==> src/sv/fresnel_cosine_rational_approx_assert.svh <==
// assertion macros, clocked on aclk and disabled while aresetn is low
`ifndef FRESNEL_COSINE_RATIONAL_APPROX_ASSERT_SVH
`define FRESNEL_COSINE_RATIONAL_APPROX_ASSERT_SVH

// same-cycle implication
`define FCA_CHECK(lbl, ante, cons, msg) \
    lbl: assert property (@(posedge aclk) disable iff (!aresetn) (ante) |-> (cons)) \
        else $error(msg);

// next-cycle implication
`define FCA_CHECK_NEXT(lbl, ante, cons, msg) \
    lbl: assert property (@(posedge aclk) disable iff (!aresetn) (ante) |=> (cons)) \
        else $error(msg);

`endif

==> src/sv/fca_pkg.sv <==
package fca_pkg;

    localparam int FRAC_BITS_DEF = 23;
    localparam int CQ            = 30;
    localparam int ACC_W         = 34;
    localparam int T_W           = 32;
    localparam int PROD_W        = ACC_W + T_W;

    typedef logic signed [ACC_W-1:0] acc_t;

    // horner stage contents
    typedef struct packed {
        logic                   valid;
        logic                   clamp;
        logic signed [T_W-1:0]  t;
        acc_t                   num;
        acc_t                   den;
    } hstage_t;

    // divider control
    typedef struct packed {
        logic valid;
        logic clamp;
        logic neg;
        logic zero;
        logic ovf;
    } dctl_t;

    // coefficients in Q.30, rounded to nearest
    localparam acc_t NUM_COEF [12] = '{
        acc_t'( ((64'd445261176 << CQ) + 64'd1000000000 / 2) / 64'd1000000000),
        acc_t'(-(((64'd833340366 << CQ) + 64'd1000000000 / 2) / 64'd1000000000)),
        acc_t'( ((64'd846804130 << CQ) + 64'd1000000000 / 2) / 64'd1000000000),
        acc_t'(-(((64'd761239227 << CQ) + 64'd10000000000 / 2) / 64'd10000000000)),
        acc_t'(-(((64'd123292123 << CQ) + 64'd1000000000 / 2) / 64'd1000000000)),
        acc_t'(-(((64'd604190310 << CQ) + 64'd100000000000 / 2) / 64'd100000000000)),
        acc_t'( ((64'd631328855 << CQ) + 64'd100000000000 / 2) / 64'd100000000000),
        acc_t'( ((64'd418803629 << CQ) + 64'd100000000000 / 2) / 64'd100000000000),
        acc_t'( ((64'd127358446 << CQ) + 64'd1000000000000 / 2) / 64'd1000000000000),
        acc_t'(-(((64'd103636686 << CQ) + 64'd1000000000000 / 2) / 64'd1000000000000)),
        acc_t'(-(((64'd572097910 << CQ) + 64'd10000000000000 / 2) / 64'd10000000000000)),
        acc_t'(-(((64'd530165429 << CQ) + 64'd100000000000000 / 2) / 64'd100000000000000))
    };

    localparam acc_t DEN_COEF [9] = '{
        acc_t'(64'd1 << CQ),
        acc_t'(-(((64'd834118536 << CQ) + 64'd1000000000 / 2) / 64'd1000000000)),
        acc_t'( ((64'd530188735 << CQ) + 64'd1000000000 / 2) / 64'd1000000000),
        acc_t'(-(((64'd214818757 << CQ) + 64'd1000000000 / 2) / 64'd1000000000)),
        acc_t'( ((64'd736733694 << CQ) + 64'd10000000000 / 2) / 64'd10000000000),
        acc_t'(-(((64'd181924949 << CQ) + 64'd10000000000 / 2) / 64'd10000000000)),
        acc_t'( ((64'd388704413 << CQ) + 64'd100000000000 / 2) / 64'd100000000000),
        acc_t'(-(((64'd532263839 << CQ) + 64'd1000000000000 / 2) / 64'd1000000000000)),
        acc_t'( ((64'd617737359 << CQ) + 64'd10000000000000 / 2) / 64'd10000000000000)
    };

    // product / 2^30, half away from zero
    function automatic acc_t rnd_q30(input logic signed [PROD_W-1:0] p);
        logic [PROD_W-1:0] mag;
        logic [PROD_W-1:0] s;
        mag = p[PROD_W-1] ? PROD_W'(-p) : PROD_W'(p);
        s   = (mag + (PROD_W'(1) << (CQ - 1))) >> CQ;
        return p[PROD_W-1] ? acc_t'(-s) : acc_t'(s);
    endfunction

endpackage

==> src/sv/fca_div_prep.sv <==
module fca_div_prep import fca_pkg::*; #(
    parameter int FRAC_BITS = FRAC_BITS_DEF,
    parameter int N_W       = FRAC_BITS + ACC_W + 1,
    parameter int R_W       = ACC_W + 1
) (
    input  logic             aclk,
    input  logic             aresetn,
    input  logic             en,
    input  hstage_t          h_in,
    output dctl_t            ctl_out,
    output logic [N_W-1:0]   n_out,
    output logic [ACC_W-1:0] d_out,
    output logic [R_W-1:0]   r_out
);

    dctl_t             a_ctl_reg;
    logic [N_W-1:0]    a_n_reg;
    logic [ACC_W-1:0]  a_d_reg;
    logic [ACC_W-1:0]  mag;
    dctl_t             b_ctl_reg;
    dctl_t             b_ctl_next;
    logic [N_W-1:0]    b_n_reg;
    logic [ACC_W-1:0]  b_d_reg;
    logic [R_W-1:0]    b_r_reg;
    logic [N_W-1:0]    n_hi;

    assign mag = h_in.num[ACC_W-1] ? ACC_W'(-h_in.num) : ACC_W'(h_in.num);

    // scaled dividend plus half divisor
    always_ff @(posedge aclk) begin
        if (!aresetn) begin
            a_ctl_reg.valid <= 1'b0;
        end else if (en) begin
            a_ctl_reg.valid <= h_in.valid;
            a_ctl_reg.clamp <= h_in.clamp;
            a_ctl_reg.neg   <= h_in.num[ACC_W-1];
            a_ctl_reg.zero  <= (h_in.den <= 0);
            a_ctl_reg.ovf   <= 1'b0;
            a_n_reg <= (N_W'(mag) << FRAC_BITS) + N_W'(ACC_W'(h_in.den) >> 1);
            a_d_reg <= ACC_W'(h_in.den);
        end
    end

    assign n_hi = a_n_reg >> (FRAC_BITS + 2);

    // quotient overflow when the top bits already reach the divisor
    always_comb begin
        b_ctl_next     = a_ctl_reg;
        b_ctl_next.ovf = (n_hi >= N_W'(a_d_reg));
    end

    // quotient overflow check and starting remainder
    always_ff @(posedge aclk) begin
        if (!aresetn) begin
            b_ctl_reg.valid <= 1'b0;
        end else if (en) begin
            b_ctl_reg <= b_ctl_next;
            b_n_reg   <= a_n_reg;
            b_d_reg   <= a_d_reg;
            b_r_reg   <= R_W'(n_hi);
        end
    end

    assign ctl_out = b_ctl_reg;
    assign n_out   = b_n_reg;
    assign d_out   = b_d_reg;
    assign r_out   = b_r_reg;

endmodule

==> config.mk <==
export PLATFORM = sky130hd
export DESIGN_NAME = fca_div_prep
export DESIGN_NICKNAME = d
export VERILOG_FILES = /design/src/sv/fresnel_cosine_rational_approx_assert.svh /design/src/sv/fca_pkg.sv /design/src/sv/fca_div_prep.sv
export SDC_FILE = /design/constraint.sdc
export NUM_CORES = 1
export LEC_CHECK = 0
export ABC_AREA = 1
export ABC_CLOCK_PERIOD_IN_PS = 5500
export BUFFER_PORTS_ARGS = -buffer_cell sky130_fd_sc_hd__buf_2
export CORE_MARGIN = 4
export CORE_UTILIZATION = 54
export CTS_CLUSTER_DIAMETER = 60
export DETAILED_ROUTE_END_ITERATION = 12
export PLACE_DENSITY = 0.81
export SYNTH_ARGS = -nofsm -noshare
export SYNTH_HDL_FRONTEND = slang
export SYNTH_SLANG_ARGS = --single-unit
==> constraint.sdc <==
create_clock -name aclk -period 5.5 [get_ports aclk]
set_clock_uncertainty 0.2 [all_clocks]
set_input_delay 1.1 -clock aclk [delete_from_list [all_inputs] [get_ports aclk]]
set_output_delay 1.1 -clock aclk [all_outputs]
set_load 0.01 [all_outputs]
# Yosys cells after proc, flatten, opt, wreduce, memory -nomap -nowiden
# Index checks and enable logic that the tools add are counted.
totals:
  ff_bits: 226
  mem_bits_rw: 0
  latchBits: 0
  memories: 0
  romBits: 0
  word_cells: 20
  output_inout_bits: 132
classes:
  bitwise_logic: 0
  eq_ne: 0
  div_mod_pow: 0
  shift: 0
  mux: 1
  reduce_logical: 1
  n_lt_le_gt_ge: 2
  add_sub_neg: 2
  n_mul: 0
ops:
  columns: ["operator", "n"]
  rows:
  - ["$add A57 B57 Y58", 1]
  - ["$ge A33 B34 Y1", 1]
  - ["$le A34 B1 Y1 const B", 1]
  - ["$mux W34", 1]
  - ["$neg A34 Y34", 1]
  - ["$reduce_and A2 Y1", 1]

# Longest topological paths before layout
logic_depth:
  word_depth: 3
  ltp_mapped: 19
  depth_no_buf: 19

# Least setup slack after synthesis
# OpenSTA, ideal clock, no wires.
synth_path:
  kind: "input to register"
  start: "input port aresetn"
  end: "register a_ctl_reg[1] (netlist name) (enable)"
  arrival_time_ps: 3926
  cell_stages: 2
  n_path_buf: 0
  required_time_ps: 4802
  setup_slack_ps: 876
  path_cell_list: "nand2_1 > inv_1"
synth_via:
  elab_chain_len: 1
synth_rtl:
  columns: ["element", "line", "text"]
  rows:
  - ["from (decl)", "fca_div_prep.sv:7", "input logic aresetn,"]
  - ["$reduce_and A2 Y1 (no line)", null, null]
  - ["to (decl)", "fca_div_prep.sv:16", "dctl_t a_ctl_reg;"]
# No other way between the ends.
# A chain may end at the register's enable or synchronous reset.

# Worst setup path in the final report
layout_path:
  start: "input port h_in[34] (netlist name)"
  end: "register a_n_reg[54] (data pin)"
layout_via:
  elab_chain_len: 3
layout_rtl:
  columns: ["element", "line", "text"]
  rows:
  - ["from (decl)", "fca_div_prep.sv:9", "input hstage_t h_in,"]
  - ["$neg A34 Y34", "fca_div_prep.sv:27", "assign mag = h_in.num[ACC_W-1] ? ACC_W'(-h_in.num) : ACC_W'(h_in.num);"]
  - ["$mux W34 *", "fca_div_prep.sv:27", null]
  - ["$add A57 B57 Y58 *", "fca_div_prep.sv:39", "a_n_reg <= (N_W'(mag) << FRAC_BITS) + N_W'(ACC_W'(h_in.den) >> 1);"]
  - ["to (signal assigned)", "fca_div_prep.sv:39", null]
  - ["to (decl)", "fca_div_prep.sv:17", "logic [N_W-1:0] a_n_reg;"]
# Every way passes the cells marked *; elsewhere a longest branch is shown, timed or not.

==> out/results.ini <==
[sta]
fin_crit_ps=3820
rsz0062_at_grt=no
drv_slew=0
fin_hold_ws_ps=217
max_freq_mhz=262
setup_viol_count_final=0
tns_ps=0
fin_ws_ps=1680
finalHoldViolCount=0
relSlewSlack_pct=35.4
worst_slew_pin_slew_ps=969
min_period_over_period_pct=69.5

[yosys]
synth_top_family_by_area=simple AND/OR/NAND/NOR gates
synth_area_sq_um=9140
ys_seq_area_share_pct=48.1
synth_compound_gate_area_share_pct=6.31
avgSynthCellArea_sq_um=8.96
synth_enable_flop_cells=145
synth_simple_gate_area_share_pct=20.8
ys_warn_count=0
synth_area_leaders=edfxtp_1, nand2_1, ha_1, inv_1, buf_4
synth_adder_area_share_pct=9.67
synth.most_common_cell=nand2_1
synthFlopType=edfxtp_1
synth_xor_area_share_pct=3.93
synthTopCellsByCount=nand2_1, inv_1, edfxtp_1
syn_inst=1020
ys_types=39
yosys.area.top_type_share_pct=47.7
async_flop_share_pct=0
synth_mux_area_share_pct=0
yosysTopAreaCell=edfxtp_1
ys_ff_latch=147

[pwr]
p_leak_nw=5.01
power_density_nw_per_um2=302
pwr-share-seq_pct=43.5
clkPwrFrac_pct=35.0
comb_power_share_pct=21.4
switchingPower_w=0.000941
vdd_drop_max_mv=0.199
switching_share_pct=29.5
intPower_w=0.00225

[clock_tree]
clock-sinks=147
cts_resized=0
clockBufferDepth=2
insertion_delay_ps=420
clockRootBuffer=clkbuf_16
htreeDepth=4
cts_hold_buf=0
post_cts_buffers=0
cts_buffers=17
cts.clk_slew.worst_paths_ps=60
tritoncts=done

[worst_setup_path]
critical_path_class=input pin to flop
critical_path.top_delay_family=compound AO/OA/AOI/OAI gates
crit_top_cell=nand2_1
cp.arrival_ps=3790
endpoint_kind=flop
cp_cell_sequence=buf_2 -> inv_1 -> ha_1 -> inv_1 -> nor3_4 -> nand3_2 -> o21ai_4 -> nand2_1 -> xor2_1 -> ha_1 -> a21oi_1 -> inv_1 -> nor2_1 -> o21ai_0 -> a21oi_1 -> nand2_1 -> nand2_1 -> nand2_1
cp_slowest_cell=ha_1
timing.critical_path.buf_inv=4
crit_path_start_kind=input pin
cp_max_fo=7
slowest_delay_ps=350
required_ps=5470

[layout]
syn_to_final_growth_pct=15.7
antenna-diode-count=0
stdcell_count=1415
drive_gt1_share_pct=21.7
nets=1357

[detailed_routing]
routed_wl_microns=22200
final_antenna_net_count=0
drc=0
drtPass1Iterations=5
drtIter0Drc=416
viasPerCell=5.16
routedWlPerCell_microns=15.7
vias=7306

[global_routing]
grt_overflow=0
grt_pass1_wl_microns=35900
grt_use_total_pct=23.4
grt_max_degree=116
antenna_found_initial=0
grt_pass1_vias=7066

[placed_design]
port_buffers=202
gp_congestion=0.967
dp_cells=1383
dpl.hpwl_microns=18000
place_ws_ps=1260

[floorplan]
coreArea_sq_um=16600
die_x_microns=138
pin_count=237
rows=47
die_y_microns=138
die-area_sq_um=19100
start_util_pct=55.1

[outcome]
outcome=finished, final reports clean

[hold_path]
hp-class=flop to flop

[run]
maxCapViolations=0

through the flow:
stage               total power [W]  util (%)  cell area, sq um
global route                0.00335      63.7             10600
detailed placement          0.00208      60.2              9990
global placement            0.00206      60.2              9990
CTS                         0.00320      63.7             10600
finish                      0.00319      63.7             10600
floorplan                   0.00186         -              9140
power groups by stage:
| stage | Combinational [W] | Clock, W | Sequential [W] |
|---|---|---|---|
| global placement | 0.000654 | 0 | 0.00141 |
| finish | 0.000684 | 0.00112 | 0.00139 |
| global route | 0.000773 | 0.00119 | 0.00140 |
| CTS | 0.000680 | 0.00113 | 0.00139 |
| detailed placement | 0.000671 | 0 | 0.00141 |
| floorplan | 0.000454 | 0 | 0.00141 |
cell families (layout without fill, tap and decap cells):
family,count (synthesis),count (layout)
flops,147,147
buf+inv,211,385
fa+ha+maj,70,70
simple gates,444,444
compound gates,106,106
other cells,1,2
xor+xnor,41,41
final cells by class:
type	instances	area (sq um)
clock buffer	17	425
tap	220	275
clock inverter	15	156
sequential	147	4390
fill	1394	6010
timing repair buffer	203	1020
multi-input combinational	663	3730
inverter	150	568
routing by layer:
metal  vias to the layer above  share of wire (%)  track usage, %  wire [microns]
met3                        33                6.5            4.70            1450
li1                       3663                  -               -               -
met1                      3343                 43            29.3            9460
met2                       267                 49            41.2           10900
met5                         -                  0               0               0
met4                         0                2.0            6.76             450
cell usage in the layout, fill, tap and decap left out, types with 2 or more instances in the layout:
cell type	n
a21oi_1	58
buf_2	202
bufinv_16	2
clkbuf_16	17
clkinv_2	3
clkinv_4	2
clkinvlp_4	3
conb_1	2
dfxtp_1	2
edfxtp_1	145
ha_1	69
inv_1	147
inv_2	2
inv_6	4
nand2_1	243
nand2_2	6
nand3_1	48
nand3_2	3
nand3b_1	4
nand4_1	16
nor2_1	94
nor2_2	6
nor3_1	9
nor4_1	9
o21a_1	2
o21ai_0	35
o21ai_4	2
o21bai_1	2
o31ai_1	2
xnor2_1	3
xor2_1	38
path summary, 6_finish.rpt:
check	startpoint	endpoint	slack [ps]	depth (start not counted)
min	a_ctl_reg[3]	ctl_out[3]	220	0
min reg2reg	a_ctl_reg[3]	ctl_out[3]	220	0
max	h_in[34]	a_n_reg[54]	1680	18
max reg2reg	a_n_reg[32]	ctl_out[0]	3530	9
(Power assumes the default switching activity.)
