[config.mk]
export PLATFORM = sky130hd
export DESIGN_NAME = fca_horner_step
export DESIGN_NICKNAME = d
export VERILOG_FILES = /design/src/sv/fresnel_cosine_rational_approx_assert.svh /design/src/sv/fca_pkg.sv /design/src/sv/fca_horner_step.sv
export SDC_FILE = /design/constraint.sdc
export NUM_CORES = 2
export LEC_CHECK = 0
export ABC_CLOCK_PERIOD_IN_PS = 11300
export BUFFER_PORTS_ARGS = -buffer_cell sky130_fd_sc_hd__buf_4
export CAP_MARGIN = 20
export CORE_ASPECT_RATIO = 1.75
export CORE_MARGIN = 1
export CORE_UTILIZATION = 30
export CTS_CLUSTER_SIZE = 8
export DETAILED_ROUTE_END_ITERATION = 8
export PLACE_DENSITY = 0.48
export SYNTH_ARGS = -nofsm -noshare
export SYNTH_HDL_FRONTEND = slang
export SYNTH_SLANG_ARGS = --single-unit
[constraint.sdc]
create_clock -name aclk -period 11.3 [get_ports aclk]
set_input_delay 2.26 -clock aclk [delete_from_list [all_inputs] [get_ports aclk]]
set_output_delay 2.26 -clock aclk [all_outputs]
set_load 0.02 [all_outputs]
[src/sv/fresnel_cosine_rational_approx_assert.svh]
// assertion macros, clocked on aclk and disabled while aresetn is low
`ifndef FRESNEL_COSINE_RATIONAL_APPROX_ASSERT_SVH
`define FRESNEL_COSINE_RATIONAL_APPROX_ASSERT_SVH

// same-cycle implication
`define FCA_CHECK(lbl, ante, cons, msg) \
    lbl: assert property (@(posedge aclk) disable iff (!aresetn) (ante) |-> (cons)) \
        else $error(msg);

// next-cycle implication
`define FCA_CHECK_NEXT(lbl, ante, cons, msg) \
    lbl: assert property (@(posedge aclk) disable iff (!aresetn) (ante) |=> (cons)) \
        else $error(msg);

`endif

[src/sv/fca_pkg.sv]
package fca_pkg;

    localparam int FRAC_BITS_DEF = 23;
    localparam int CQ            = 30;
    localparam int ACC_W         = 34;
    localparam int T_W           = 32;
    localparam int PROD_W        = ACC_W + T_W;

    typedef logic signed [ACC_W-1:0] acc_t;

    // horner stage contents
    typedef struct packed {
        logic                   valid;
        logic                   clamp;
        logic signed [T_W-1:0]  t;
        acc_t                   num;
        acc_t                   den;
    } hstage_t;

    // divider control
    typedef struct packed {
        logic valid;
        logic clamp;
        logic neg;
        logic zero;
        logic ovf;
    } dctl_t;

    // coefficients in Q.30, rounded to nearest
    localparam acc_t NUM_COEF [12] = '{
        acc_t'( ((64'd445261176 << CQ) + 64'd1000000000 / 2) / 64'd1000000000),
        acc_t'(-(((64'd833340366 << CQ) + 64'd1000000000 / 2) / 64'd1000000000)),
        acc_t'( ((64'd846804130 << CQ) + 64'd1000000000 / 2) / 64'd1000000000),
        acc_t'(-(((64'd761239227 << CQ) + 64'd10000000000 / 2) / 64'd10000000000)),
        acc_t'(-(((64'd123292123 << CQ) + 64'd1000000000 / 2) / 64'd1000000000)),
        acc_t'(-(((64'd604190310 << CQ) + 64'd100000000000 / 2) / 64'd100000000000)),
        acc_t'( ((64'd631328855 << CQ) + 64'd100000000000 / 2) / 64'd100000000000),
        acc_t'( ((64'd418803629 << CQ) + 64'd100000000000 / 2) / 64'd100000000000),
        acc_t'( ((64'd127358446 << CQ) + 64'd1000000000000 / 2) / 64'd1000000000000),
        acc_t'(-(((64'd103636686 << CQ) + 64'd1000000000000 / 2) / 64'd1000000000000)),
        acc_t'(-(((64'd572097910 << CQ) + 64'd10000000000000 / 2) / 64'd10000000000000)),
        acc_t'(-(((64'd530165429 << CQ) + 64'd100000000000000 / 2) / 64'd100000000000000))
    };

    localparam acc_t DEN_COEF [9] = '{
        acc_t'(64'd1 << CQ),
        acc_t'(-(((64'd834118536 << CQ) + 64'd1000000000 / 2) / 64'd1000000000)),
        acc_t'( ((64'd530188735 << CQ) + 64'd1000000000 / 2) / 64'd1000000000),
        acc_t'(-(((64'd214818757 << CQ) + 64'd1000000000 / 2) / 64'd1000000000)),
        acc_t'( ((64'd736733694 << CQ) + 64'd10000000000 / 2) / 64'd10000000000),
        acc_t'(-(((64'd181924949 << CQ) + 64'd10000000000 / 2) / 64'd10000000000)),
        acc_t'( ((64'd388704413 << CQ) + 64'd100000000000 / 2) / 64'd100000000000),
        acc_t'(-(((64'd532263839 << CQ) + 64'd1000000000000 / 2) / 64'd1000000000000)),
        acc_t'( ((64'd617737359 << CQ) + 64'd10000000000000 / 2) / 64'd10000000000000)
    };

    // product / 2^30, half away from zero
    function automatic acc_t rnd_q30(input logic signed [PROD_W-1:0] p);
        logic [PROD_W-1:0] mag;
        logic [PROD_W-1:0] s;
        mag = p[PROD_W-1] ? PROD_W'(-p) : PROD_W'(p);
        s   = (mag + (PROD_W'(1) << (CQ - 1))) >> CQ;
        return p[PROD_W-1] ? acc_t'(-s) : acc_t'(s);
    endfunction

endpackage

[src/sv/fca_horner_step.sv]
module fca_horner_step import fca_pkg::*; #(
    parameter acc_t NUM_C  = '0,
    parameter acc_t DEN_C  = '0,
    parameter bit   DEN_ON = 1'b0
) (
    input  logic    aclk,
    input  logic    aresetn,
    input  logic    en,
    input  hstage_t d_in,
    output hstage_t d_out
);

    hstage_t                   mid_reg;
    logic signed [PROD_W-1:0]  prod_n_reg;
    logic signed [PROD_W-1:0]  prod_d_reg;
    hstage_t                   out_reg;
    hstage_t                   out_next;

    // multiply
    always_ff @(posedge aclk) begin
        if (!aresetn) begin
            mid_reg.valid <= 1'b0;
        end else if (en) begin
            mid_reg    <= d_in;
            prod_n_reg <= PROD_W'(d_in.num) * PROD_W'(d_in.t);
            prod_d_reg <= PROD_W'(d_in.den) * PROD_W'(d_in.t);
        end
    end

    // round and add coefficient
    always_comb begin
        out_next     = mid_reg;
        out_next.num = NUM_C + rnd_q30(prod_n_reg);
        if (DEN_ON) begin
            out_next.den = DEN_C + rnd_q30(prod_d_reg);
        end
    end

    always_ff @(posedge aclk) begin
        if (!aresetn) begin
            out_reg.valid <= 1'b0;
        end else if (en) begin
            out_reg <= out_next;
        end
    end

    assign d_out = out_reg;

endmodule

Word level (Yosys, flattened, before mapping) --
Cells that the tools add are included. W data, S select, Z words.
Storage, ports and cells: word-level logic and storage cells 17, bits in registers 236
Operators by class: reduce and logical (&&, ||, !) cells 1, $add $sub $neg 3, muxes and demuxes 2, $mul 1
Operator list (number):
- $mul A34 B32 Y66 | 1
- $add A64 B30 Y64 const B | 1
- $mux W64 | 1
- $neg A64 Y64 | 1
- $mux W34 | 1
- $neg A34 Y34 | 1
- $reduce_and A2 Y1 | 1

Logic depth before layout (Yosys ltp) --
word-level depth 5, depth in mapped cells 30

Least setup slack after synthesis --
Ideal clock, no wire load.
path kind input-to-reg, start input d_in[72] (netlist name), end register prod_n_reg[65] (data pin), setup slack 1.299 ns, buffers on the path 2, setup time 0.264 ns, stages on the path 24, arrival time 9.737 ns, cells stage by stage clkbuf_1 > clkbuf_1 > nand2_1 > fa_1 > fa_1 > inv_1 > fa_1 > inv_1 > fa_1 > inv_1 > fa_1 > fa_1 > inv_1 > fa_1 > fa_1 > inv_1 > ha_1 > and3_1 > nand2_1 > o21ai_0 > a211oi_1 > o41ai_1 > a221oi_1 > xnor2_1
On the way: cells in the longest elaborated chain, start to end 1
Ends and longest elaborated chain:
- start, declared | RTL line fca_horner_step.sv:9 | input hstage_t d_in,
- $mul A34 B32 Y66 | RTL line fca_horner_step.sv:25 | prod_n_reg <= PROD_W'(d_in.num) * PROD_W'(d_in.t);
- end signal, assigned | RTL line fca_horner_step.sv:25
- end, declared | RTL line fca_horner_step.sv:14 | logic signed [PROD_W-1:0] prod_n_reg;
No other way between the ends. A chain may end at the register's enable or synchronous reset.

Final worst setup path --
start input d_in[76] (netlist name), end register prod_n_reg[65] (data pin)
The elaborated chain is that of the path after synthesis.

==> reports/qor.json <==
{
  "final_period_minus_worst_setup_slack_ns": 10.32,
  "max_clk_rate_mhz": 96.90,
  "detailedRoute.firstPassIterationCount": 7,
  "post_synth_inst_count": 4753,
  "timing.critical_path.required_ns": 11.64,
  "postSynthRegisterBits": 235,
  "ctsHoldBuffers": 0,
  "cp_top_family": "adder cells",
  "finClkSkew_ns": 0.06148,
  "syn-num-nets": 6190,
  "cp_slowest_cell": "sky130_fd_sc_hd__fa_1",
  "crit_path_start_kind": "primary input",
  "via_count": 33030,
  "placeableCoreArea_um2": 159500,
  "global_route.overflow_total": 0,
  "synth_top_area_cell": "sky130_fd_sc_hd__fa_1",
  "detailedPlacementHpwl_mm": 127.5,
  "die_boundary_width_um": 304.9,
  "met2_usage_pct": 40.68,
  "post_cts.repair.setup_buffers": 0,
  "routed_wl_mm": 162.0,
  "grt_antenna_before_repair": 8,
  "hold_path_cells": 0,
  "dominantRegCellSynth": "sky130_fd_sc_hd__edfxtp_1",
  "reg2reg_setup_slack_ns": 4.63,
  "cts_max_level": 2,
  "synth-edff-count": 233,
  "mostFrequentLayoutCell": "sky130_fd_sc_hd__fa_1",
  "r2r-end": "d_out[67]",
  "cts.reportedPaths.clkPinSlew_ns": 0.05,
  "synth.avg_cell_area_um2": 10.14,
  "number_of_gates_given_a_new_drive_strength_after_cts": 0,
  "global_route.usage.met1_pct": 18.11,
  "ys_async_sr_fraction_pct": 0,
  "crit_chain": "buf_4 -> nand2_1 -> fa_1 -> fa_1 -> fa_1 -> fa_1 -> inv_1 -> fa_1 -> fa_1 -> fa_1 -> fa_1 -> ha_1 -> nand2_1 -> or3_1 -> nor3b_1 -> a21oi_1 -> o221ai_1 -> nor2b_1 -> o21ai_0 -> a31oi_1 -> a211oi_1 -> o41ai_1 -> a221oi_1 -> xnor2_1",
  "clk_latency_ns": 0.64,
  "layout.nets": 6220,
  "clkSinkCount": 235,
  "timing.final.setup_violations": 0,
  "critical-path-max-stage-delay_ns": 0.77,
  "drive_above_1_share_pct": 7.013,
  "routabilityCongestion": 0.9406,
  "clock_tree.root_cell": "sky130_fd_sc_hd__clkbuf_16",
  "n_fill_cell": 16430,
  "worstPathArrival_ns": 10.66,
  "cts_buffer_depth": 3,
  "grt_first_pass_wirelength_mm": 243.6,
  "grt_pass1_vias": 38290,
  "chipHeight_um": 532.1,
  "syn_to_final_growth_pct": 9.227,
  "critPathCaptureType": "flop",
  "max_slew_margin_pct": 33.67,
  "syn-cell-area_um2": 48180,
  "status": "finished clean",
  "number_of_drc_markers_in_iteration_0": 1699,
  "avgViaCountPerCell": 4.820,
  "slew_violations": 0,
  "port-buffer-count": 206,
  "routed_wire_length_per_instance_um": 23.63,
  "initial_utilization_pct": 30.21,
  "remaining_drc_errors": 0,
  "criticalPathCategory": "in -> reg",
  "timing.reg2reg.worst_path_depth": 17,
  "pin_count": 207,
  "num_rows": 194,
  "yosysSeqAreaShare_pct": 14.61,
  "min-delay-path-class": "reg -> reg",
  "multi_input_comb_area_um2": 36250,
  "synth.distinct_cells": 94,
  "synthesis_warnings": 0,
  "tns_ns": 0,
  "final_count_of_hold_timing_violations": 0,
  "dieArea_um2": 162300,
  "yosys.area.top_type_share_pct": 47.45,
  "ant_nets": 0,
  "gr-usage-all-layers_pct": 20.70,
  "pin_count_of_the_biggest_net_entering_global_routing": 141,
  "mostFrequentLayoutCells": "sky130_fd_sc_hd__fa_1, sky130_fd_sc_hd__inv_1, sky130_fd_sc_hd__nand2_1",
  "timing.hold.worst_endpoint": "d_out[89]",
  "rr_startpoint": "prod_n_reg[6]",
  "period_share_pct": 91.33,
  "seqCellArea_um2": 7037,
  "critical_path_peak_fanout": 35,
  "critical_path_buf_inv_count": 2,
  "tritoncts.num_buffers": 36,
  "critPathMostFrequentCell": "sky130_fd_sc_hd__fa_1",
  "worst_slew_pin_slew_ns": 0.9950,
  "busiest_layer": "met2",
  "unrepaired_setup_endpoints_after_global_routing": "no",
  "cts_tree": "built",
  "largest_register_ff_count": 102,
  "groute.layer.met3.usage_pct": 2.313,
  "worst_min_delay_path_startpoint": "mid_reg[89]",
  "synth_area_leaders": "sky130_fd_sc_hd__fa_1, sky130_fd_sc_hd__edfxtp_1, sky130_fd_sc_hd__inv_1, sky130_fd_sc_hd__and2_1, sky130_fd_sc_hd__ha_1",
  "max_cap_violations": 0
}
==> cells by family after synthesis <==
| family | after synthesis | share of synthesized area, % |
|---|---|---|
| AOI/OAI and AO/OA | 299 | 4.371 |
| xor gates and xnor gates | 154 | 2.815 |
| adders and majority gates | 1333 | 52.41 |
| buffers and inverters | 1295 | 10.15 |
| DFF | 235 | 14.61 |
| muxes | 12 | 0.2571 |
| and+or+nand+nor | 1425 | 15.40 |
==> cell usage after synthesis, types with 30 or more instances <==
cell and n:
sky130_fd_sc_hd__a21oi_1 71, sky130_fd_sc_hd__xor2_1 42, sky130_fd_sc_hd__edfxtp_1 233, sky130_fd_sc_hd__nor3_1 35
sky130_fd_sc_hd__inv_1 1046, sky130_fd_sc_hd__nand3_1 30, sky130_fd_sc_hd__o21ai_0 51, sky130_fd_sc_hd__ha_1 190
sky130_fd_sc_hd__xnor2_1 111, sky130_fd_sc_hd__a21o_1 46, sky130_fd_sc_hd__nand2_1 579, sky130_fd_sc_hd__and2_1 540
sky130_fd_sc_hd__fa_1 1142, sky130_fd_sc_hd__nor2_1 84, sky130_fd_sc_hd__clkbuf_1 233
==> worst reg2reg max path: stages, from the launching register on <==
cell and delay, ns:
sky130_fd_sc_hd__edfxtp_1 0.38, sky130_fd_sc_hd__nor4_2 0.71, sky130_fd_sc_hd__nand4_2 0.89, sky130_fd_sc_hd__or2_2 0.73, sky130_fd_sc_hd__nand2_1 0.11, sky130_fd_sc_hd__xnor2_1 0.13
sky130_fd_sc_hd__ha_1 0.30, sky130_fd_sc_hd__nand4_1 0.12, sky130_fd_sc_hd__nor4_1 0.25, sky130_fd_sc_hd__a311o_1 0.25, sky130_fd_sc_hd__and4_1 0.58, sky130_fd_sc_hd__nand4_4 0.25
sky130_fd_sc_hd__nor3_1 0.24, sky130_fd_sc_hd__o2111ai_1 0.18, sky130_fd_sc_hd__a211oi_2 0.36, sky130_fd_sc_hd__o2111ai_1 0.33, sky130_fd_sc_hd__o31ai_1 0.40, sky130_fd_sc_hd__xnor2_1 0.15
==> metal layers <==
layer	vias up	part of all wire (%)
li1	14190	-
met1	17650	30
met2	792	56
met3	399	3.1
met4	2	11
met5	-	0.0080
==> per-stage QoR <==
| stage | hold slack, ns | cells | cell area [µm²] | utilization [%] | setup WS [ns] |
|---|---|---|---|---|---|
| after floorplan | 0.4003 | 4753 | 48180 | - | 1.299 |
| after global placement | 0.4003 | 6803 | 51610 | 32.37 | 0.5632 |
| after detailed placement | 0.4045 | 6803 | 51610 | 32.37 | 0.4607 |
| after CTS | 0.4080 | 6849 | 52610 | 32.99 | 1.107 |
| after global routing | 0.4195 | 6850 | 52620 | 32.99 | 0.7292 |
| final | 0.4098 | 6853 | 52620 | 33.00 | 0.9801 |
==> worst max path at each step <==
stage / from / to / slack [ns] / cells past startpoint
2_1_floorplan: d_in[72] / prod_n_reg[65] / 1.30 / 24
3_3_place_gp: d_in[76] / prod_n_reg[65] / 0.56 / 24
3_5_place_dp: d_in[76] / prod_n_reg[65] / 0.46 / 24
4_1_cts: d_in[76] / prod_n_reg[65] / 1.11 / 24
5_1_grt: d_in[77] / prod_n_reg[65] / 0.73 / 24
6_report: d_in[76] / prod_n_reg[65] / 0.98 / 24
==> cell type report <==
cell class,instances,share of cell area (%)
Clock inverter,7,0.1641
Antenna cell,4,0.01902
Multi-Input combinational cell,3223,68.90
Sequential cell,235,13.37
Clock buffer,39,1.733
Inverter,1046,7.461
Timing Repair Buffer,241,3.462
Tap cell,2058,4.893
Power is left out: the tool's default activity adds up to more than one toggle a clock period on the data nets, which glitch-free logic cannot reach.
