### src/sv/fresnel_cosine_rational_approx_assert.svh
// assertion macros, clocked on aclk and disabled while aresetn is low
`ifndef FRESNEL_COSINE_RATIONAL_APPROX_ASSERT_SVH
`define FRESNEL_COSINE_RATIONAL_APPROX_ASSERT_SVH

// same-cycle implication
`define FCA_CHECK(lbl, ante, cons, msg) \
    lbl: assert property (@(posedge aclk) disable iff (!aresetn) (ante) |-> (cons)) \
        else $error(msg);

// next-cycle implication
`define FCA_CHECK_NEXT(lbl, ante, cons, msg) \
    lbl: assert property (@(posedge aclk) disable iff (!aresetn) (ante) |=> (cons)) \
        else $error(msg);

`endif

### src/sv/fca_pkg.sv
package fca_pkg;

    localparam int FRAC_BITS_DEF = 23;
    localparam int CQ            = 30;
    localparam int ACC_W         = 34;
    localparam int T_W           = 32;
    localparam int PROD_W        = ACC_W + T_W;

    typedef logic signed [ACC_W-1:0] acc_t;

    // horner stage contents
    typedef struct packed {
        logic                   valid;
        logic                   clamp;
        logic signed [T_W-1:0]  t;
        acc_t                   num;
        acc_t                   den;
    } hstage_t;

    // divider control
    typedef struct packed {
        logic valid;
        logic clamp;
        logic neg;
        logic zero;
        logic ovf;
    } dctl_t;

    // coefficients in Q.30, rounded to nearest
    localparam acc_t NUM_COEF [12] = '{
        acc_t'( ((64'd445261176 << CQ) + 64'd1000000000 / 2) / 64'd1000000000),
        acc_t'(-(((64'd833340366 << CQ) + 64'd1000000000 / 2) / 64'd1000000000)),
        acc_t'( ((64'd846804130 << CQ) + 64'd1000000000 / 2) / 64'd1000000000),
        acc_t'(-(((64'd761239227 << CQ) + 64'd10000000000 / 2) / 64'd10000000000)),
        acc_t'(-(((64'd123292123 << CQ) + 64'd1000000000 / 2) / 64'd1000000000)),
        acc_t'(-(((64'd604190310 << CQ) + 64'd100000000000 / 2) / 64'd100000000000)),
        acc_t'( ((64'd631328855 << CQ) + 64'd100000000000 / 2) / 64'd100000000000),
        acc_t'( ((64'd418803629 << CQ) + 64'd100000000000 / 2) / 64'd100000000000),
        acc_t'( ((64'd127358446 << CQ) + 64'd1000000000000 / 2) / 64'd1000000000000),
        acc_t'(-(((64'd103636686 << CQ) + 64'd1000000000000 / 2) / 64'd1000000000000)),
        acc_t'(-(((64'd572097910 << CQ) + 64'd10000000000000 / 2) / 64'd10000000000000)),
        acc_t'(-(((64'd530165429 << CQ) + 64'd100000000000000 / 2) / 64'd100000000000000))
    };

    localparam acc_t DEN_COEF [9] = '{
        acc_t'(64'd1 << CQ),
        acc_t'(-(((64'd834118536 << CQ) + 64'd1000000000 / 2) / 64'd1000000000)),
        acc_t'( ((64'd530188735 << CQ) + 64'd1000000000 / 2) / 64'd1000000000),
        acc_t'(-(((64'd214818757 << CQ) + 64'd1000000000 / 2) / 64'd1000000000)),
        acc_t'( ((64'd736733694 << CQ) + 64'd10000000000 / 2) / 64'd10000000000),
        acc_t'(-(((64'd181924949 << CQ) + 64'd10000000000 / 2) / 64'd10000000000)),
        acc_t'( ((64'd388704413 << CQ) + 64'd100000000000 / 2) / 64'd100000000000),
        acc_t'(-(((64'd532263839 << CQ) + 64'd1000000000000 / 2) / 64'd1000000000000)),
        acc_t'( ((64'd617737359 << CQ) + 64'd10000000000000 / 2) / 64'd10000000000000)
    };

    // product / 2^30, half away from zero
    function automatic acc_t rnd_q30(input logic signed [PROD_W-1:0] p);
        logic [PROD_W-1:0] mag;
        logic [PROD_W-1:0] s;
        mag = p[PROD_W-1] ? PROD_W'(-p) : PROD_W'(p);
        s   = (mag + (PROD_W'(1) << (CQ - 1))) >> CQ;
        return p[PROD_W-1] ? acc_t'(-s) : acc_t'(s);
    endfunction

endpackage

### src/sv/fca_div_stage.sv
module fca_div_stage import fca_pkg::*; #(
    parameter int FRAC_BITS = FRAC_BITS_DEF,
    parameter int BIT       = 0,
    parameter int N_W       = FRAC_BITS + ACC_W + 1,
    parameter int R_W       = ACC_W + 1,
    parameter int Q_W       = FRAC_BITS + 2
) (
    input  logic             aclk,
    input  logic             aresetn,
    input  logic             en,
    input  dctl_t            ctl_in,
    input  logic [N_W-1:0]   n_in,
    input  logic [ACC_W-1:0] d_in,
    input  logic [R_W-1:0]   r_in,
    input  logic [Q_W-1:0]   q_in,
    output dctl_t            ctl_out,
    output logic [N_W-1:0]   n_out,
    output logic [ACC_W-1:0] d_out,
    output logic [R_W-1:0]   r_out,
    output logic [Q_W-1:0]   q_out
);

    dctl_t             ctl_reg;
    logic [N_W-1:0]    n_reg;
    logic [ACC_W-1:0]  d_reg;
    logic [R_W-1:0]    r_reg;
    logic [Q_W-1:0]    q_reg;
    logic [R_W-1:0]    r_shift;
    logic              geq;
    logic [R_W-1:0]    r_next;

    // one restoring step
    assign r_shift = {r_in[R_W-2:0], n_in[BIT]};
    assign geq     = (r_shift >= R_W'(d_in));
    assign r_next  = geq ? (r_shift - R_W'(d_in)) : r_shift;

    always_ff @(posedge aclk) begin
        if (!aresetn) begin
            ctl_reg.valid <= 1'b0;
        end else if (en) begin
            ctl_reg <= ctl_in;
            n_reg   <= n_in;
            d_reg   <= d_in;
            r_reg   <= r_next;
            q_reg   <= {q_in[Q_W-2:0], geq};
        end
    end

    assign ctl_out = ctl_reg;
    assign n_out   = n_reg;
    assign d_out   = d_reg;
    assign r_out   = r_reg;
    assign q_out   = q_reg;

endmodule

### config.mk
export PLATFORM = sky130hd
export DESIGN_NAME = fca_div_stage
export DESIGN_NICKNAME = d
export VERILOG_FILES = /design/src/sv/fresnel_cosine_rational_approx_assert.svh /design/src/sv/fca_pkg.sv /design/src/sv/fca_div_stage.sv
export SDC_FILE = /design/constraint.sdc
export NUM_CORES = 1
export LEC_CHECK = 0
export ABC_CLOCK_PERIOD_IN_PS = 4700
export BUFFER_PORTS_ARGS = -buffer_cell sky130_fd_sc_hd__clkbuf_2
export CORE_MARGIN = 4
export CORE_UTILIZATION = 44
export CTS_BUF_LIST = sky130_fd_sc_hd__clkbuf_2
export DETAILED_ROUTE_END_ITERATION = 10
export PLACE_DENSITY = 0.78
export SLEW_MARGIN = 20
export SYNTH_ARGS = -nofsm -noshare
export SYNTH_HDL_FRONTEND = slang
export SYNTH_SLANG_ARGS = --single-unit
export TNS_END_PERCENT = 10
### constraint.sdc
create_clock -name aclk -period 4.7 [get_ports aclk]
set_input_delay 0.94 -clock aclk [delete_from_list [all_inputs] [get_ports aclk]]
set_output_delay 0.94 -clock aclk [all_outputs]
set_load 0.02 [all_outputs]
After elaboration in Yosys (flattened, before gate mapping) --
Cells that the tools add are included. W data, S select, Z words.
Storage, ports and cells: bits in registers 157, input port bits 160, output and inout bits 157, word-level logic and storage cells 13
Cells by class: $add $sub $neg 1, $lt $le $gt $ge 1, multiplexer cells 1, reductions and logical operators 1
Operator list (count):
- $ge A35 B34 Y1 | 1
- $mux W35 | 1
- $sub A35 B34 Y35 | 1
- $reduce_and A2 Y1 | 1

Depth between registers and ports, before layout --
Gate-level depths: netlist (run 1).
depth after elaboration 2, gate-level depth with buffers 13, gate-level depth less buffers 12

Least setup slack after synthesis (run 1) --
OpenSTA, ideal clock, no wires.
kind input to register, from input en, to register ctl_reg, in the netlist ctl_out[0], enable pin, library setup time 534 ps, arrival time 4497 ps, data required time 4166 ps, path slack -331 ps, cell stages on the path 1, buffers on the path 0, cells stage by stage and2_1
On the way: word-level cells in the longest chain between the ends 1
RTL lines:
- from (decl) | RTL line fca_div_stage.sv:10 | input logic en,
- $reduce_and A2 Y1 (no line)
- to (signal assigned) | RTL line fca_div_stage.sv:41 | ctl_reg <= ctl_in;
- to (decl) | RTL line fca_div_stage.sv:23 | dctl_t ctl_reg;
No other way between the ends. A chain may end at the register's enable or synchronous reset.

Final worst setup path (run 1) --
from input d_in[6], to register r_reg[1], in the netlist r_out[1], data pin
On the way: word-level cells in the longest chain between the ends 2
RTL lines:
- from (decl) | RTL line fca_div_stage.sv:13 | input logic [ACC_W-1:0] d_in,
- $ge A35 B34 Y1 | RTL line fca_div_stage.sv:34 | assign geq = (r_shift >= R_W'(d_in));
- $mux W35 | RTL line fca_div_stage.sv:35 | assign r_next = geq ? (r_shift - R_W'(d_in)) : r_shift;
- net r_next[1] | RTL line fca_div_stage.sv:30 | logic [R_W-1:0] r_next;
- to (signal assigned) | RTL line fca_div_stage.sv:44 | r_reg <= r_next;
- to (decl) | RTL line fca_div_stage.sv:26 | logic [R_W-1:0] r_reg;
The timed path passes the listed nets, and every way through them passes these cells.

==> flow_summary_export.csv, run 1 <==
group,metric,value,unit
power,netSwitchingFraction,31.54,%
sta,period_share,69.00,%
clocking,clk_path_buf_depth,2,
routing,drt-initial-drc-count,287,
global_routing,grt_max_degree,104,
critical_path,worst_ep_required_time,5.20,ns
synth,yosys_warnings,0,
synth,synth-edff-count,156,
clocking,cts_buffers,17,
critical_path,crit_type,"primary input to register",
sta,final_max_slew_viol_count,0,
critical_path,crit_cells,10,
synth,async_reset_ff_share,0,%
floorplanning,die_area,0.01838,mm²
clocking,cts_resized,0,
critical_path,critPathMaxStageDelay,0.65,ns
power,pwr-share-comb,21.9,%
synth,seq_area_frac_synth,65.70,%
clocking,cts_tree,"yes",
sta,setup_viol,0,
hold_path,hold_path_class,"primary input to register",
hold_path,holdPathStages,1,
sta,fin_skew,0,ns
power,total_power,3.124,mW
routing,routed_wirelength,18260,µm
power,power.density,339.2,mW/mm²
routing,vias_per_cell,4.902,
sta,setup_total_negative_slack,0,ns
clocking,worstSkewPairLatency,0.73,ns
sta,fin_crit,3.243,ns
floorplanning,num_io_pins,317,
critical_path,end_kind,"register",
routing,num_vias,5338,
synth,synthFlopType,"edfxtp_1",
synth,ys_types,59,
critical_path,critical_path_buf_inv_count,2,
sta,slew_headroom,50.50,%
cells_and_area,layout-drive-gt1-share,41.24,%
global_routing,grt_overflow,0,
floorplanning,die_y,135.6,µm
routing,antenna_violating_nets_post_route,0,
power,power_switching,0.9853,mW
placed_design,numPlacedInstances,1057,
critical_path,rr_worst_depth,2,
run_status,outcome,"complete, no violations",
critical_path,critPathMaxFanout,69,
critical_path,arrival,3.75,ns
synth,ys_ff_latch,157,
synth,yosys-top-cells-count,"edfxtp_1, nand2_1, o21ai_0",
cells_and_area,fin_nets,1055,
global_routing,antenna_found_initial,0,
power,clockPowerShare,23.8,%
global_routing,grt_pass1_wl,27480,µm
synth,synth.most_common_cell,"edfxtp_1",
clocking,clock-sinks,157,
global_routing,grt_use_total,19.38,%
synth,synth.avg_cell_area,13.33,µm²
sta,worstMarginPinSlew,0.7425,ns
power,p_seq_share,54.3,%
power,power.leakage,4.113,nW
critical_path,worstSetupStartpointType,"primary input",
floorplanning,die_w,135.6,µm
critical_path,path_cells,"clkbuf_2 -> inv_1 -> ha_1 -> a21o_1 -> a31o_2 -> o21bai_1 -> a21oi_2 -> a21oi_4 -> o211a_4 -> mux2_1",
sta,hold_viol,0,
cells_and_area,fin_util,57.77,%
routing,wl_per_cell,16.77,µm
cells_and_area,fin_cells,1089,
sta,rsz0062_at_grt,"no",
floorplanning,start_util,44.91,%
critical_path,path_delay_family,"compound AO/OA/AOI/OAI gates",
clocking,root_buffer,"clkbuf_2",
cells_and_area,antenna_cells,0,
synth,yosys.area.top_type,"edfxtp_1",
routing,drc,0,
cells_and_area,area_growth,28.62,%
synth,synth_top_cells_by_area,"edfxtp_1, ha_1, o21ai_0",
sta,max_clock_freq,308.3,MHz
floorplanning,core,0.01594,mm²
floorplanning,fp-row-count,46,
synth,syn_nets,732,
synth,synthCells,537,
placed_design,io_buffers,314,
run,drv_cap,0,
clocking,post_cts_buffers,0,
global_routing,grt_pass1_vias,5254,
synth,synth_top_area_share,65.42,%
routing,first_pass_iters,4,
power,ir_worst_vdd,0.0001525,V
clocking,holdBufCountCts,0,
synth,netlist_area,0.007161,mm²
clocking,h-tree-depth,4,
clocking,clkTransAtPathRegs,0.25,ns
critical_path,slowest_stage,"o211a_4",
placed_design,dp_hpwl,14520,µm
placed_design,gp_congestion,0.8255,
power,internal_power,2.138,mW
[stage by stage]
step,setup WS [ns],cell area [µm²],hold slack [ns]
floorplan,1.292,7162,0.5893
global placement,0.6547,8965,0.5108
detailed placement,0.6492,8965,0.5553
CTS,1.473,9210,0.2903
global route,1.329,9210,0.2195
finish,1.457,9210,0.3584
[kinds of logic (layout without fill, tap and decap cells)]
group / count (synthesis) / after routing / share of synthesized area, %
XOR/XNOR: 28 / 28 / 3.425
adder cells (fa/ha/maj): 35 / 35 / 6.221
buffers and inverters: 53 / 389 / 3.040
AO/OA/AOI/OAI: 139 / 139 / 12.97
multiplexers: 4 / 4 / 0.5941
flip-flops: 157 / 157 / 65.70
AND/OR/NAND/NOR: 121 / 121 / 8.055
[area by class of cell]
class,instances,area (µm²)
Clock buffer,18,90.09
Sequential cell,157,4705
Inverter,42,157.7
Multi-Input combinational cell,327,2241
Clock inverter,14,155.1
Tap cell,216,270.3
Fill cell,1338,6733
Timing Repair Buffer,315,1592
[cells in the final DEF (no fill, tap or decap), types with 3 or more instances in the layout]
master,instances
and3_1,8
clkinvlp_4,3
nor2b_1,4
nand2_1,55
nand2b_1,5
nor2_1,15
edfxtp_1,156
inv_6,6
o21a_1,3
o21ai_1,8
a21oi_1,27
o21bai_1,3
clkbuf_2,332
inv_1,42
xor2_1,14
a21o_1,20
ha_1,34
o211ai_1,3
nand3_1,4
xnor2_1,14
nand4_1,4
a31oi_1,6
o21ai_0,45
nor3_1,12
[registers in the layout (all words and copies together), names as in the netlist]
signal,flops
n_out,58
q_out,25
r_out,35
ctl_out,5
d_out,34
[worst paths after layout]
check | startpoint | endpoint | slack (ns)
max | d_in[6] | r_out[1]$_DFFE_PP_ | 1.46
min | q_in[5] | q_out[6]$_DFFE_PP_ | 0.36
max reg2reg | ctl_out[4]$_SDFFE_PN0P_ | ctl_out[4]$_SDFFE_PN0P_ | 4.06
min reg2reg | ctl_out[4]$_SDFFE_PN0P_ | ctl_out[4]$_SDFFE_PN0P_ | 0.58
[layer usage]
| metal | part of all wire, % | vias up | track usage [%] |
|---|---|---|---|
| li1 | - | 2666 | - |
| met1 | 35 | 2432 | 20.10 |
| met2 | 53 | 210 | 35.65 |
| met3 | 9.7 | 30 | 7.987 |
| met4 | 1.8 | 0 | 5.879 |
| met5 | 0 | - | 0 |
[power groups by stage]
stage | Combinational [mW] | Clock [mW] | Sequential (mW)
final | 0.684 | 0.744 | 1.70
after detailed placement | 0.688 | 0 | 1.73
after CTS | 0.691 | 0.768 | 1.70
after global placement | 0.676 | 0 | 1.73
after global routing | 0.750 | 0.836 | 1.71
after floorplan | 0.305 | 0 | 1.87
No activity file was read; power rests on OpenSTA's default activity.
==> inputs of run 2 (changes only) <==
--- a/config.mk
+++ b/config.mk
@@ -5,13 +5,13 @@
 export SDC_FILE = /design/constraint.sdc
 export NUM_CORES = 1
 export LEC_CHECK = 0
-export ABC_CLOCK_PERIOD_IN_PS = 4700
+export ABC_CLOCK_PERIOD_IN_PS = 3200
 export BUFFER_PORTS_ARGS = -buffer_cell sky130_fd_sc_hd__clkbuf_2
 export CORE_MARGIN = 4
-export CORE_UTILIZATION = 44
+export CORE_UTILIZATION = 47
 export CTS_BUF_LIST = sky130_fd_sc_hd__clkbuf_2
 export DETAILED_ROUTE_END_ITERATION = 10
-export PLACE_DENSITY = 0.78
+export PLACE_DENSITY = 0.8
 export SLEW_MARGIN = 20
 export SYNTH_ARGS = -nofsm -noshare
 export SYNTH_HDL_FRONTEND = slang
==> constraint.sdc (replaced) <==
create_clock -name aclk -period 3.2 [get_ports aclk]
set_input_delay 0.64 -clock aclk [delete_from_list [all_inputs] [get_ports aclk]]
set_output_delay 0.64 -clock aclk [all_outputs]
set_load 0.02 [all_outputs]
==> flow_summary_export.csv, run 2 (synthesis results as in run 1) <==
group,metric,value,unit
clocking,h-tree-depth,4,
hold_path,hold_path_class,"primary input to register",
sta,slew_headroom,59.09,%
routing,routed_wirelength,22390,µm
floorplanning,num_io_pins,317,
global_routing,grt_pass1_vias,5697,
sta,fin_crit,2.645,ns
floorplanning,die_w,131.4,µm
global_routing,grtUsageMet2,42.01,%
sta,setup_total_negative_slack,0,ns
critical_path,critPathMaxStageDelay,0.40,ns
critical_path,arrival,3.17,ns
global_routing,grt_max_degree,76,
placed_design,io_buffers,314,
clocking,clk_path_buf_depth,2,
global_routing,grt_overflow,0,
cells_and_area,layout_commonest_cell,"clkbuf_2",
critical_path,rr_worst_depth,2,
routing,vias_per_cell,5.212,
critical_path,end_kind,"register",
power,total_power,4.768,mW
global_routing,grt_use_total,22.50,%
placed_design,dp_hpwl,15360,µm
clocking,cts_tree,"yes",
global_routing,grt.met1_usage,22.88,%
floorplanning,die_area,0.01727,mm²
global_routing,grt_pass1_wl,30260,µm
sta,final_max_slew_viol_count,0,
run,drv_cap,0,
sta,max_clock_freq,378.1,MHz
routing,drc,0,
sta,period_share,82.66,%
clocking,cts_buffers,17,
floorplanning,start_util,48.53,%
critical_path,crit_type,"primary input to register",
global_routing,top_usage_layer,"met2",
cells_and_area,final_cell_mix,"clkbuf_2, edfxtp_1, dlygate4sd3_1",
clocking,clock-sinks,157,
critical_path,worstSetupStartpointType,"primary input",
power,power.leakage,4.523,nW
floorplanning,fp-row-count,44,
sta,hold_viol,0,
routing,wl_per_cell,19.49,µm
sta,worstMarginPinSlew,0.6137,ns
cells_and_area,multiInputGateArea,0.002241,mm²
critical_path,r2r_slack,2.57,ns
sta,setup_viol,0,
routing,first_pass_iters,5,
floorplanning,die_y,131.4,µm
hold_path,holdPathStages,1,
clocking,worstSkewPairLatency,0.73,ns
cells_and_area,num-fill-cells,1073,
placed_design,gp_congestion,0.8340,
clocking,cts_resized,0,
sta,fin_skew,0,ns
global_routing,gr-usage-met3,7.951,%
sta,rsz0062_at_grt,"no",
routing,num_vias,5989,
clocking,clkTransAtPathRegs,0.26,ns
critical_path,slowest_stage,"a221o_1",
clocking,post_cts_buffers,0,
placed_design,numPlacedInstances,1054,
power,ir_worst_vdd,0.0002187,V
routing,drt-initial-drc-count,419,
clocking,root_buffer,"clkbuf_2",
global_routing,antenna_found_initial,1,
cells_and_area,largest_reg_flops,58,
critical_path,critPathMaxFanout,4,
critical_path,crit_top_cell,"inv_1",
cells_and_area,fin_nets,1147,
cells_and_area,area_growth,40.40,%
critical_path,path_cells,"clkbuf_2 -> inv_1 -> ha_1 -> inv_1 -> fa_1 -> a21o_1 -> a221o_1 -> a22oi_4 -> a21oi_2 -> nand4bb_1 -> a31oi_2 -> o21ai_1 -> mux2_2",
critical_path,worst_ep_required_time,3.73,ns
power,power.density,474.2,mW/mm²
floorplanning,core,0.01475,mm²
cells_and_area,fin_cells,1149,
routing,antenna_violating_nets_post_route,0,
cells_and_area,layout-drive-gt1-share,40.25,%
run_status,outcome,"complete, no violations",
cells_and_area,seq_area,0.004705,mm²
[run 2: worst paths after layout]
check,start,endpoint
hold reg to reg,ctl_out[4]$_SDFFE_PN0P_,ctl_out[4]$_SDFFE_PN0P_
setup reg to reg,ctl_out[4]$_SDFFE_PN0P_,ctl_out[4]$_SDFFE_PN0P_
hold / removal,n_in[41],n_out[41]$_DFFE_PP_
setup / recovery,n_in[0],r_out[34]$_DFFE_PP_
[run 2: cell type report]
cell class | count | share of cell area, %
Clock inverter | 14 | 1.543
Clock buffer | 17 | 0.8463
Sequential cell | 157 | 46.80
Tap cell | 184 | 2.290
Antenna cell | 1 | 0.02489
Inverter | 42 | 1.568
Timing Repair Buffer | 407 | 24.64
Multi-Input combinational cell | 327 | 22.29
[run 2: stage by stage]
| step | cell area (µm²) | hold slack, ns | worst slack (ns) | util (%) |
|---|---|---|---|---|
| floorplan | 7162 | 0.5893 | 0.09209 | - |
| global placement | 9180 | 0.5019 | -0.2175 | 62.22 |
| CTS | 9530 | 0.0003927 | 0.6063 | 64.59 |
| global route | 10050 | -0.02510 | 0.4562 | 68.14 |
| finish | 10050 | 0.06006 | 0.5550 | 68.14 |
| detailed placement | 9180 | 0.5366 | -0.2418 | 62.22 |
[run 2: where the power goes]
part / total, mW / switching, mW / internal (mW)
registers: 2.50 / 0.0483 / 2.45
logic: 1.15 / 0.682 / 0.471
clock network: 1.11 / 0.807 / 0.307
total: 4.77 / 1.54 / 3.23
[run 2: timing repair]
item,in CTS,in global routing
hold buffers,11,52
endpoints found under the hold margin,11,52
setup endpoints to repair,0,0
[run 2: per-layer routing]
metal / part of all wire [%] / wire [µm]
met5: 0 / 0
met2: 53 / 11970
met4: 3.7 / 827
met3: 7.7 / 1717
met1: 35 / 7872
[run 2: worst max-delay path: cells and delay by family]
family          cells  cell delay, ns
mux                 1            0.27
compound gates      6            1.27
buf+inv             3            0.20
fa+ha+maj           2            0.55
simple gates        1            0.26
==> inputs of run 3 (changes only) <==
--- a/config.mk
+++ b/config.mk
@@ -5,7 +5,7 @@
 export SDC_FILE = /design/constraint.sdc
 export NUM_CORES = 1
 export LEC_CHECK = 0
-export ABC_CLOCK_PERIOD_IN_PS = 3200
+export ABC_CLOCK_PERIOD_IN_PS = 2640
 export BUFFER_PORTS_ARGS = -buffer_cell sky130_fd_sc_hd__clkbuf_2
 export CORE_MARGIN = 4
 export CORE_UTILIZATION = 47
==> constraint.sdc (replaced) <==
create_clock -name aclk -period 2.64 [get_ports aclk]
set_input_delay 0.528 -clock aclk [delete_from_list [all_inputs] [get_ports aclk]]
set_output_delay 0.528 -clock aclk [all_outputs]
set_load 0.02 [all_outputs]
==> flow_summary_export.csv, run 3 (synthesis results as in run 1) <==
group,metric,value,unit
floorplanning,start_util,48.53,%
routing,drt-initial-drc-count,551,
sta,max_clock_freq,374.4,MHz
sta,hold_viol,0,
clocking,h-tree-depth,4,
cells_and_area,antenna_cells,0,
critical_path,worst_ep_required_time,3.17,ns
floorplanning,die_area,0.01727,mm²
run_status,outcome,"finished with violations",
cells_and_area,layout-drive-gt1-share,42.91,%
sta,fin_crit,2.671,ns
global_routing,grt_overflow,0,
cells_and_area,area_growth,58.50,%
clocking,cts_tree,"yes",
cells_and_area,seq_area,0.004705,mm²
placed_design,dp_hpwl,16320,µm
placed_design,pre_cts_ws,-0.5414,ns
floorplanning,die_y,131.4,µm
routing,wl_per_cell,19.21,µm
critical_path,r2r_slack,1.42,ns
floorplanning,die_w,131.4,µm
floorplanning,core,0.01475,mm²
clocking,cts_buffers,17,
power,total_power,6.061,mW
cells_and_area,largest_reg_flops,58,
critical_path,crit_type,"primary input to register",
hold_path,hold_end,"r_out[8]$_DFFE_PP_",
cells_and_area,fin_util,76.93,%
cells_and_area,final_cell_area,0.01135,mm²
placed_design,numPlacedInstances,1123,
run,drv_cap,0,
routing,antenna_violating_nets_post_route,0,
hold_path,min_from,"r_in[7]",
cells_and_area,num-fill-cells,913,
floorplanning,num_io_pins,317,
critical_path,r2r-end,"ctl_out[4]$_SDFFE_PN0P_",
cells_and_area,fin_nets,1282,
run_status,violations,"negative setup slack",
cells_and_area,multiInputGateArea,0.002296,mm²
hold_path,holdPathStages,3,
power,power.density,534.0,mW/mm²
global_routing,grt_use_total,28.08,%
critical_path,r2r_start,"ctl_out[4]$_SDFFE_PN0P_",
sta,holdWs,0.04111,ns
cells_and_area,fin_cells,1284,
global_routing,grt_max_degree,71,
global_routing,grt_pass1_wl,37850,µm
critical_path,critPathMaxFanout,8,
clocking,clk_path_buf_depth,2,
clocking,root_buffer,"clkbuf_2",
cells_and_area,layout_commonest_cell,"clkbuf_2",
routing,drc,0,
sta,worstMarginPinSlew,0.4756,ns
critical_path,rr_worst_depth,3,
clocking,clock-sinks,157,
sta,final_max_slew_viol_count,0,
critical_path,slowest_stage,"dlygate4sd3_1",
global_routing,grt_pass1_vias,6811,
routing,first_pass_iters,5,
sta,slew_headroom,68.29,%
sta,period_share,101.2,%
global_routing,antenna_found_initial,0,
routing,routed_wirelength,24670,µm
cells_and_area,final_cell_mix,"clkbuf_2, edfxtp_1, dlygate4sd3_1",
placed_design,post_dp_cell_area,0.009738,mm²
routing,vias_per_cell,5.114,
routing,num_vias,6566,
critical_path,arrival,3.20,ns
hold_path,hold_path_class,"primary input to register",
critical_path,critPathMaxStageDelay,0.53,ns
sta,rsz0062_at_grt,"yes",
clocking,worstSkewPairLatency,0.75,ns
placed_design,io_buffers,314,
sta,setup_ws,-0.03060,ns
clocking,clkTransAtPathRegs,0.29,ns
sta,setup_viol,1,
critical_path,path_cells,"dlygate4sd3_1 -> clkbuf_2 -> inv_1 -> ha_1 -> o21a_1 -> a2111oi_4 -> a21oi_2 -> a21oi_4 -> o211a_4 -> mux2_1",
power,power.leakage,5.179,nW
sta,setup_total_negative_slack,-0.03060,ns
critical_path,worstSetupStartpointType,"primary input",
power,ir_worst_vdd,0.0002765,V
sta,fin_skew,0,ns
critical_path,end_kind,"register",
floorplanning,fp-row-count,44,
placed_design,gp_congestion,0.8846,
-- run 3: layout make-up --
type / count / share of cell area, %
sequential: 157 / 41.45
timing repair buffer: 542 / 32.58
multi-input combinational: 327 / 20.23
tap: 184 / 2.028
inverter: 42 / 1.499
clock inverter: 15 / 1.466
clock buffer: 17 / 0.7496
-- run 3: power breakdown --
| group | total (mW) | switching (mW) | internal [mW] | leakage [nW] |
|---|---|---|---|---|
| Combinational | 1.66 | 0.897 | 0.759 | 3.56 |
| Clock | 1.36 | 1.04 | 0.322 | 0.152 |
| Sequential | 3.04 | 0.0655 | 2.97 | 1.47 |
-- run 3: critical path, delay by kind of cell --
kind	cells	cell delay (ns)
AOI/OAI and AO/OA	5	1.26
adders and majority gates	1	0.34
buffers and inverters	3	0.69
muxes	1	0.36
-- run 3: worst max path at each step --
| stage | slack, ns | cells after the start | from | endpoint |
|---|---|---|---|---|
| final | -0.03 | 10 | d_in[11] | r_out[1]$_DFFE_PP_ |
| after global routing | -0.02 | 11 | d_in[26] | r_out[1]$_DFFE_PP_ |
| after CTS | 0.03 | 10 | r_in[9] | r_out[1]$_DFFE_PP_ |
| after detailed placement | -0.54 | 13 | n_in[0] | r_out[34]$_DFFE_PP_ |
| after global placement | -0.52 | 13 | n_in[0] | r_out[34]$_DFFE_PP_ |
| after floorplan | -0.27 | 12 | n_in[0] | r_out[34]$_DFFE_PP_ |
-- run 3: metal layers --
metal	GRT usage, %	vias up	wire length, µm
met5	0	-	0
met4	12.37	0	1009
met3	8.219	70	1788
met2	50.57	283	13130
met1	30.76	3095	8740
li1	-	3118	-
-- run 3: repair_timing --
| action | in CTS | in global routing |
|---|---|---|
| endpoints found under the setup margin | 0 | 31 |
| hold endpoints to repair | 125 | 1 |
| buffers inserted | 0 | 1 |
| hold buffers | 126 | 1 |
| resized for setup | 0 | 9 |
